$ cat src/sv/spd_pkg.sv
// Shared types, constants and helper functions of the shortest path block.
`default_nettype none

package spd_pkg;

    // Sizing of the stored graph and of the distance datapath.
    localparam int NODE_COUNT      = 16;
    localparam int WEIGHT_BITS     = 16;
    localparam int DISTANCE_BITS   = 20;
    localparam int NODE_FIELD_BITS = 4;
    localparam int LINK_FIELD_BITS = 16;
    localparam int NODE_BITS       = $clog2(NODE_COUNT);
    localparam int CNT_BITS        = $clog2(NODE_COUNT + 1);
    localparam int ADDR_BITS       = 2 * NODE_BITS;
    localparam int MEM_DEPTH       = NODE_COUNT * NODE_COUNT;
    localparam int SUM_BITS        =
        ((DISTANCE_BITS > WEIGHT_BITS) ? DISTANCE_BITS : WEIGHT_BITS) + 1;

    // Saturated distance, which also means unreachable.
    localparam logic [DISTANCE_BITS-1:0] DIST_MAX = '1;

    // Item kinds.
    localparam logic KIND_WRITE = 1'b0;
    localparam logic KIND_RUN   = 1'b1;

    // Input item: a link weight write or the start of a run.
    typedef struct packed {
        logic                       kind;
        logic [NODE_FIELD_BITS-1:0] row_node;
        logic [NODE_FIELD_BITS-1:0] col_node;
        logic [LINK_FIELD_BITS-1:0] link_weight;
        logic [NODE_FIELD_BITS-1:0] source_node;
    } t_in_item;

    // Result item: the outcome of a run for one node.
    typedef struct packed {
        logic [NODE_FIELD_BITS-1:0] node_index;
        logic [DISTANCE_BITS-1:0]   path_distance;
        logic [NODE_FIELD_BITS-1:0] predecessor;
        logic                       reachable;
        logic                       last;
    } t_out_item;

    // Sequencer states.
    typedef enum logic [2:0] {
        ST_IDLE,
        ST_INIT,
        ST_SELECT,
        ST_RELAX,
        ST_EMIT
    } t_state;

    // Distance plus weight, saturated at the maximum distance.
    function automatic logic [DISTANCE_BITS-1:0] sat_add(
        input logic [DISTANCE_BITS-1:0] base,
        input logic [WEIGHT_BITS-1:0]   weight
    );
        logic [SUM_BITS-1:0] sum;
        sum = SUM_BITS'(base) + SUM_BITS'(weight);
        if (sum >= SUM_BITS'(DIST_MAX)) begin
            return DIST_MAX;
        end
        return DISTANCE_BITS'(sum);
    endfunction

endpackage

`default_nettype wire

$ cat src/sv/shortest_path_dijkstra.sv
// Top level of the adjacency-matrix shortest path block.
//
// A write item stores one link weight (zero means no link) in a 256-entry
// weight memory, and the block stays ready. A run item starts a Dijkstra
// search from its source node: an init sweep loads the source row, then each
// further reached node costs a minimum scan plus a relax sweep over its row,
// one memory read and one saturating add and compare per cycle, a final scan
// finds that no node is left, and the 16 result items leave in node order,
// the last one flagged; output stalls hold them back. Input ready stays low
// until the final result sits in the output register. Valid bits cleared by
// reset make the weight memory read as all zero, so no clearing pass follows
// reset. Sources and link ends outside the node range are ignored.
`default_nettype none

module shortest_path_dijkstra (
    input  logic              i_clk,
    input  logic              i_rst_n,
    input  logic              i_in_valid,
    output logic              o_in_ready,
    input  spd_pkg::t_in_item i_in,
    output logic              o_out_valid,
    input  logic              i_out_ready,
    output spd_pkg::t_out_item o_out
);
    import spd_pkg::*;

    // Sequencer registers.
    t_state                   r_state, n_state;
    logic [CNT_BITS-1:0]      r_cnt, n_cnt;
    logic [NODE_BITS-1:0]     r_src, n_src;
    logic [NODE_BITS-1:0]     r_pick, n_pick;
    logic [DISTANCE_BITS-1:0] r_best, n_best;
    logic                     r_found, n_found;
    logic                     r_rd_go, n_rd_go;
    logic [NODE_BITS-1:0]     r_rd_node;
    logic                     r_out_valid, n_out_valid;
    t_out_item                r_out;

    // Weight memory with one valid bit per entry.
    logic [WEIGHT_BITS-1:0]   r_mem [MEM_DEPTH];
    logic [MEM_DEPTH-1:0]     r_mem_vld;
    logic [WEIGHT_BITS-1:0]   r_rd_weight;
    logic                     r_rd_valid;

    // Per-node run state.
    logic [DISTANCE_BITS-1:0] r_dist [NODE_COUNT];
    logic [NODE_BITS-1:0]     r_pred [NODE_COUNT];
    logic [NODE_COUNT-1:0]    r_visited;

    // Decoded control.
    logic                     in_accept;
    logic                     wr_en;
    logic [ADDR_BITS-1:0]     wr_addr;
    logic [ADDR_BITS-1:0]     rd_addr;
    logic [NODE_BITS-1:0]     cnt_node;
    logic                     cnt_end;
    logic                     cnt_last;
    logic                     sel_hit;
    logic                     mark_visit;
    logic                     out_load;
    logic [WEIGHT_BITS-1:0]   rd_weight;
    logic [DISTANCE_BITS-1:0] cand;
    logic                     relax_hit;
    logic [DISTANCE_BITS-1:0] init_dist;
    logic                     src_ok;

    assign in_accept = i_in_valid && o_in_ready;
    assign cnt_node  = r_cnt[NODE_BITS-1:0];
    assign cnt_end   = (r_cnt == CNT_BITS'(NODE_COUNT));
    assign cnt_last  = (r_cnt == CNT_BITS'(NODE_COUNT - 1));
    assign src_ok    = (int'(i_in.source_node) < NODE_COUNT);

    // A link write lands only when both ends name existing nodes.
    assign wr_en   = in_accept && (i_in.kind == KIND_WRITE)
                     && (int'(i_in.row_node) < NODE_COUNT)
                     && (int'(i_in.col_node) < NODE_COUNT);
    assign wr_addr = {NODE_BITS'(i_in.row_node), NODE_BITS'(i_in.col_node)};

    // The init sweep reads the source row, the relax sweep the picked row.
    assign rd_addr = (r_state == ST_INIT) ? {r_src, cnt_node} : {r_pick, cnt_node};

    // An entry that was never written reads as no link.
    assign rd_weight = r_rd_valid ? r_rd_weight : '0;

    // Saturating add and compare for one neighbor in the relax sweep.
    assign cand      = sat_add(r_best, rd_weight);
    assign relax_hit = !r_visited[r_rd_node] && (rd_weight != '0)
                       && (cand < r_dist[r_rd_node]);
    assign init_dist = (r_rd_node == r_src) ? '0 :
                       (rd_weight == '0) ? DIST_MAX : sat_add('0, rd_weight);

    // Minimum scan compare for the node under the counter.
    assign sel_hit = !r_visited[cnt_node] && (r_dist[cnt_node] < r_best);

    // Next state and control of the sequencer.
    always_comb begin
        n_state     = r_state;
        n_cnt       = r_cnt;
        n_src       = r_src;
        n_pick      = r_pick;
        n_best      = r_best;
        n_found     = r_found;
        n_rd_go     = 1'b0;
        n_out_valid = r_out_valid && !i_out_ready;
        o_in_ready  = 1'b0;
        mark_visit  = 1'b0;
        out_load    = 1'b0;
        unique case (r_state)
            ST_IDLE: begin
                // Ready is high here, so valid alone marks an accepted item.
                o_in_ready = 1'b1;
                if (i_in_valid && (i_in.kind == KIND_RUN) && src_ok) begin
                    n_src   = NODE_BITS'(i_in.source_node);
                    n_cnt   = '0;
                    n_state = ST_INIT;
                end
            end
            ST_INIT, ST_RELAX: begin
                if (cnt_end) begin
                    n_cnt   = '0;
                    n_best  = DIST_MAX;
                    n_found = 1'b0;
                    n_state = ST_SELECT;
                end else begin
                    n_rd_go = 1'b1;
                    n_cnt   = r_cnt + 1'b1;
                end
            end
            ST_SELECT: begin
                if (sel_hit) begin
                    n_best  = r_dist[cnt_node];
                    n_pick  = cnt_node;
                    n_found = 1'b1;
                end
                if (cnt_last) begin
                    n_cnt = '0;
                    if (n_found) begin
                        mark_visit = 1'b1;
                        n_state    = ST_RELAX;
                    end else begin
                        n_state = ST_EMIT;
                    end
                end else begin
                    n_cnt = r_cnt + 1'b1;
                end
            end
            ST_EMIT: begin
                if (!r_out_valid || i_out_ready) begin
                    out_load    = 1'b1;
                    n_out_valid = 1'b1;
                    if (cnt_last) begin
                        n_cnt   = '0;
                        n_state = ST_IDLE;
                    end else begin
                        n_cnt = r_cnt + 1'b1;
                    end
                end
            end
            default: begin
                n_state = ST_IDLE;
            end
        endcase
    end

    // State and control registers.
    always_ff @(posedge i_clk) begin
        if (!i_rst_n) begin
            r_state     <= ST_IDLE;
            r_cnt       <= '0;
            r_found     <= 1'b0;
            r_rd_go     <= 1'b0;
            r_out_valid <= 1'b0;
            r_mem_vld   <= '0;
        end else begin
            r_state     <= n_state;
            r_cnt       <= n_cnt;
            r_found     <= n_found;
            r_rd_go     <= n_rd_go;
            r_out_valid <= n_out_valid;
            if (wr_en) begin
                r_mem_vld[wr_addr] <= 1'b1;
            end
        end
    end

    // Weight memory: one write port, one registered read port.
    always_ff @(posedge i_clk) begin
        if (wr_en) begin
            r_mem[wr_addr] <= i_in.link_weight[WEIGHT_BITS-1:0];
        end
        r_rd_weight <= r_mem[rd_addr];
        r_rd_valid  <= r_mem_vld[rd_addr];
    end

    // Run datapath: the registered read of each sweep updates one node.
    always_ff @(posedge i_clk) begin
        r_src     <= n_src;
        r_pick    <= n_pick;
        r_best    <= n_best;
        r_rd_node <= cnt_node;
        if (r_rd_go && (r_state == ST_INIT)) begin
            r_dist[r_rd_node]    <= init_dist;
            r_pred[r_rd_node]    <= r_src;
            r_visited[r_rd_node] <= (r_rd_node == r_src);
        end
        if (r_rd_go && (r_state == ST_RELAX) && relax_hit) begin
            r_dist[r_rd_node] <= cand;
            r_pred[r_rd_node] <= r_pick;
        end
        if (mark_visit) begin
            r_visited[n_pick] <= 1'b1;
        end
    end

    // Output register: one result item per node.
    always_ff @(posedge i_clk) begin
        if (out_load) begin
            r_out.node_index    <= NODE_FIELD_BITS'(cnt_node);
            r_out.path_distance <= r_dist[cnt_node];
            r_out.predecessor   <= NODE_FIELD_BITS'(r_pred[cnt_node]);
            r_out.reachable     <= (r_dist[cnt_node] < DIST_MAX);
            r_out.last          <= cnt_last;
        end
    end

    assign o_out_valid = r_out_valid;
    assign o_out       = r_out;

endmodule

`default_nettype wire

$ cat config.mk
export PLATFORM = sky130hd
export DESIGN_NAME = shortest_path_dijkstra
export DESIGN_NICKNAME = d
export VERILOG_FILES = /design/src/sv/spd_pkg.sv /design/src/sv/shortest_path_dijkstra.sv
export SDC_FILE = /design/constraint.sdc
export NUM_CORES = 2
export LEC_CHECK = 0
export BUFFER_PORTS_ARGS = -buffer_cell sky130_fd_sc_hd__buf_2
export CORE_MARGIN = 5
export CORE_UTILIZATION = 45
export DETAILED_ROUTE_END_ITERATION = 6
export PLACE_DENSITY_LB_ADDON = 0.08
export RECOVER_POWER = 100
export SLEW_MARGIN = 10
export SYNTH_ARGS = -nofsm -noshare
export SYNTH_HDL_FRONTEND = slang
export SYNTH_MEMORY_MAX_BITS = 65536
export SYNTH_SLANG_ARGS = --single-unit
$ cat constraint.sdc
create_clock -name i_clk -period 19.85 [get_ports i_clk]
set_input_delay 1.985 -clock i_clk [delete_from_list [all_inputs] [get_ports i_clk]]
set_output_delay 1.985 -clock i_clk [all_outputs]
set_load 0.005 [all_outputs]
==> out/qor.yml <==
die:
  rows: 238
  die_area_sq_um: 435000
  io-pin-count: 65
  fp.dieW_um: 659
  start_util: 0.452
  core_sq_um: 420000
  dieHeight_um: 659
yosys:
  synth_seq_area_share: 0.751
  synth_area_sq_um: 190000
  synth_nets: 8951
  synthArstFlopShare: 0
  synth_cell_types: 64
  postSynthCellCount: 8867
  synth_area_per_cell_sq_um: 21.4
  ys_warn_count: 0
  dominantRegCellSynth: "edfxtp_1"
  ys_ff_latch: 4846
  synth_edf_count: 4534
layout:
  fin_nets: 9423
  nFillCells: 33300
  multi_input_area_sq_um: 45700
  drive_gt1_frac: 0.268
  ff_latch_area_sq_um: 142000
  area_growth_pct: 12.7
  final_area_sq_um: 214000
sta:
  setup_tns_ns: 0
  finalSetupViolCount: 0
  slew_viol_final: 8035
  relSlewSlack: -3.28
  finalCritPeriodShare: 0.587
  final_hold_viol_count: 0
  period_minus_slack_ns: 11.66
  max_freq_ghz: 0.0858
  tightest_slew_ns: 6.42
  rsz0062_at_grt: "no"
  fin_skew_ns: 0.0415
worst_hold_path:
  hold_path_class: "flop to flop"
place:
  gp_congestion: 0.835
  port_buffers: 64
  dpl-instance-area_sq_um: 200000
  hpwl_um: 309000
worst_setup_path:
  crit_family: "buffers and inverters"
  cp.buffers_inverters: 6
  crit_required_ns: 20.72
  end_kind: "flop"
  cpPeakStageDelay_ns: 3.69
  start_kind: "flop"
  path_class: "flop to flop"
  cp_max_fo: 60
  crit_chain: "clkbuf_1, clkbuf_1, buf_4, buf_4, buf_4, mux4_2, mux4_2, nand2_1, and3_1, a311oi_1, a311oi_1, clkbuf_1, a31oi_1"
  crit_path_top_delay_cell: "clkbuf_1"
  arrival_ns: 12.52
grt:
  grt_antenna_before_repair: 37
  grt_pass1_wl_um: 755000
  grt.overflow.total: 0
  grt.total_usage: 0.245
  grt_start_max_net_pins: 165
  grt_pass1_vias: 96000
routing:
  drt_iter0_drc: 10300
  avgRoutedWirePerCell_um: 35.0
  vias: 93900
  routed_wl_um: 539000
  drtAntennaViolNets: 0
  first_pass_iters: 6
  drc: 0
  via_per_inst: 6.10
power_and_ir_drop:
  powerDensity_nw_per_um2: 115
  power_frac_seq: 0.467
  p_int_uw: 18200
  combPwrFrac: 0.157
  netSwitchingPower_uw: 6350
  leakage_uw: 0.0641
  swShare: 0.259
  clkPwrFrac: 0.376
  irDropWorstVdd_uv: 96.9
clock_network:
  cts_setup_buffers: 0
  clock-root-buffer: "clkbuf_16"
  ctsResizeCount: 0
  clock_path_buffers: 4
  clock_latency_ns: 1.03
  cts_hold_buf: 0
  clkTransAtPathRegs_ns: 0.06
  cts_buffers: 527
  clock_sinks: 4846
  cts_tree: "built"
  cts_max_level: 6
outcome:
  violations: "capacitance limit, slew limit"
  status: "finished with violations"
run:
  drv_cap: 249
==> power by group through the flow <==
stage | Clock, uW | Combinational [uW] | Sequential (uW)
2_1_floorplan | 0 | 2490 | 11500
3_3_place_gp | 0 | 3900 | 11600
3_5_place_dp | 0 | 3910 | 11600
4_1_cts | 9400 | 3920 | 11400
5_1_grt | 9830 | 4110 | 11500
6_report | 9220 | 3860 | 11500
==> stage by stage <==
stage | hold WS (ns) | utilization | total power (uW) | std cells | setup WS [ns]
2_1_floorplan | 0.345 | - | 14000 | 8867 | 11.90
3_3_place_gp | 0.443 | 0.475 | 15600 | 14400 | 12.52
3_5_place_dp | 0.454 | 0.475 | 15600 | 14400 | 12.70
4_1_cts | 0.467 | 0.513 | 24800 | 15400 | 12.67
5_1_grt | 0.481 | 0.509 | 25400 | 15400 | 6.92
6_report | 0.465 | 0.509 | 24500 | 15400 | 8.19
==> cell usage in the layout (no fill, tap or decap), types with 12 or more instances in the layout <==
| master | synthesis | layout |
|---|---|---|
| xnor2_1 | 19 | 19 |
| clkbuf_1 | 317 | 449 |
| clkinv_2 | 0 | 66 |
| dfxtp_1 | 312 | 306 |
| a21oi_1 | 63 | 63 |
| inv_1 | 65 | 64 |
| buf_4 | 2 | 107 |
| clkbuf_16 | 0 | 540 |
| buf_12 | 0 | 12 |
| buf_2 | 42 | 19 |
| nor3_1 | 22 | 21 |
| nand2b_1 | 25 | 25 |
| and3_1 | 26 | 26 |
| clkbuf_8 | 0 | 22 |
| nand3_1 | 139 | 133 |
| o21ai_0 | 46 | 46 |
| nand2_1 | 357 | 348 |
| edfxtp_1 | 4534 | 4534 |
| nand4_1 | 20 | 20 |
| mux2i_1 | 39 | 35 |
| clkinv_8 | 0 | 12 |
| a31oi_1 | 26 | 25 |
| bufinv_16 | 0 | 14 |
| clkinv_1 | 0 | 92 |
| a21o_1 | 15 | 15 |
| nor2_1 | 821 | 693 |
| a311oi_1 | 35 | 32 |
| inv_6 | 0 | 26 |
| nor2b_1 | 22 | 22 |
| ha_1 | 50 | 50 |
| nor2_2 | 0 | 125 |
| a211oi_1 | 12 | 12 |
| mux4_2 | 1588 | 1588 |
| mux2_1 | 0 | 19 |
==> cells in the mapped netlist, drive strengths merged (3+ instances only) <==
cell type | instances | area [sq um]
buf | 186 | 766
a31o | 4 | 35.0
edfxtp | 4534 | 136000
xnor2 | 19 | 166
maj3 | 3 | 30.0
inv | 65 | 244
a31oi | 26 | 163
o21bai | 3 | 22.5
dfxtp | 312 | 6250
o21a | 5 | 37.5
nor4b | 4 | 35.0
nand3 | 139 | 696
o21ai | 47 | 235
nand3b | 4 | 30.0
nor4 | 7 | 43.8
xor2 | 10 | 87.6
mux2 | 31 | 349
a21o | 15 | 113
nor3 | 22 | 110
nand4 | 20 | 125
a311oi | 35 | 307
ha | 50 | 626
o22ai | 5 | 31.3
a211oi | 12 | 90.1
or2 | 7 | 43.8
nor2b | 22 | 138
or4 | 3 | 22.5
mux4 | 1588 | 35800
clkbuf | 317 | 1190
a21oi | 63 | 315
nand2 | 357 | 1340
or3 | 3 | 18.8
nor2 | 821 | 3080
mux2i | 39 | 390
o31ai | 4 | 30.0
and3 | 26 | 163
and2 | 4 | 25.0
nand2b | 25 | 156
==> routing by layer <==
metal / vias to the layer above / part of all wire / GRT usage
li1: 37800 / - / -
met1: 51500 / 0.41 / 0.350
met2: 3749 / 0.49 / 0.399
met3: 816 / 0.069 / 0.0377
met4: 10 / 0.032 / 0.0656
met5: - / 0.00012 / 0
==> cell type report <==
type                       instances  area share
sequential                      4846       0.666
clock inverter                   224     0.00795
timing repair buffer             446      0.0107
antenna                           10    0.000117
tap                             5640      0.0330
inverter                          65     0.00115
clock buffer                     703      0.0671
multi-input combinational       3453       0.214
==> state kept, by name (all words and copies together), names as in the netlist, 5 cells and up, named ones only <==
signal,flops
r_rd_weight,16
r_mem_vld,256
r_pred,64
r_dist,320
r_cnt,5
r_mem,4096
o_out,30
r_visited,16
r_best,20
==> worst reg2reg max path, stage by stage (launching register included) <==
cell and delay, ns:
dfxtp_1 1.43, clkbuf_1 3.70, clkbuf_1 1.40, buf_4 0.68, buf_4 0.79, buf_4 0.80
mux4_2 0.65, mux4_2 0.48, nand2_1 0.14, and3_1 0.42, a311oi_1 0.25, a311oi_1 0.36
clkbuf_1 0.32, a31oi_1 0.10
==> cell families (layout without fill, tap and decap cells) <==
group | after synthesis | after routing | share of synthesized area
other | 0 | 10 | 0
and+or+nand+nor | 1470 | 1470 | 0.0321
xor gates and xnor gates | 29 | 29 | 0.00134
AOI/OAI and AO/OA | 242 | 242 | 0.00845
DFF | 4846 | 4846 | 0.751
muxes | 1658 | 1658 | 0.192
buffers and inverters | 568 | 1438 | 0.0116
adders and majority gates | 54 | 54 | 0.00356
==> path summary, 6_finish.rpt <==
kind / from / end / slack (ns) / depth (start not counted)
setup / recovery: r_cnt[0] / r_rd_weight[9] / 8.19 / 13
hold / removal: r_mem_vld[78] / r_mem_vld[78] / 0.47 / 2
setup reg to reg: r_cnt[0] / r_rd_weight[9] / 8.19 / 13
hold reg to reg: r_mem_vld[78] / r_mem_vld[78] / 0.47 / 2
Power figures use the tool's default switching activity.
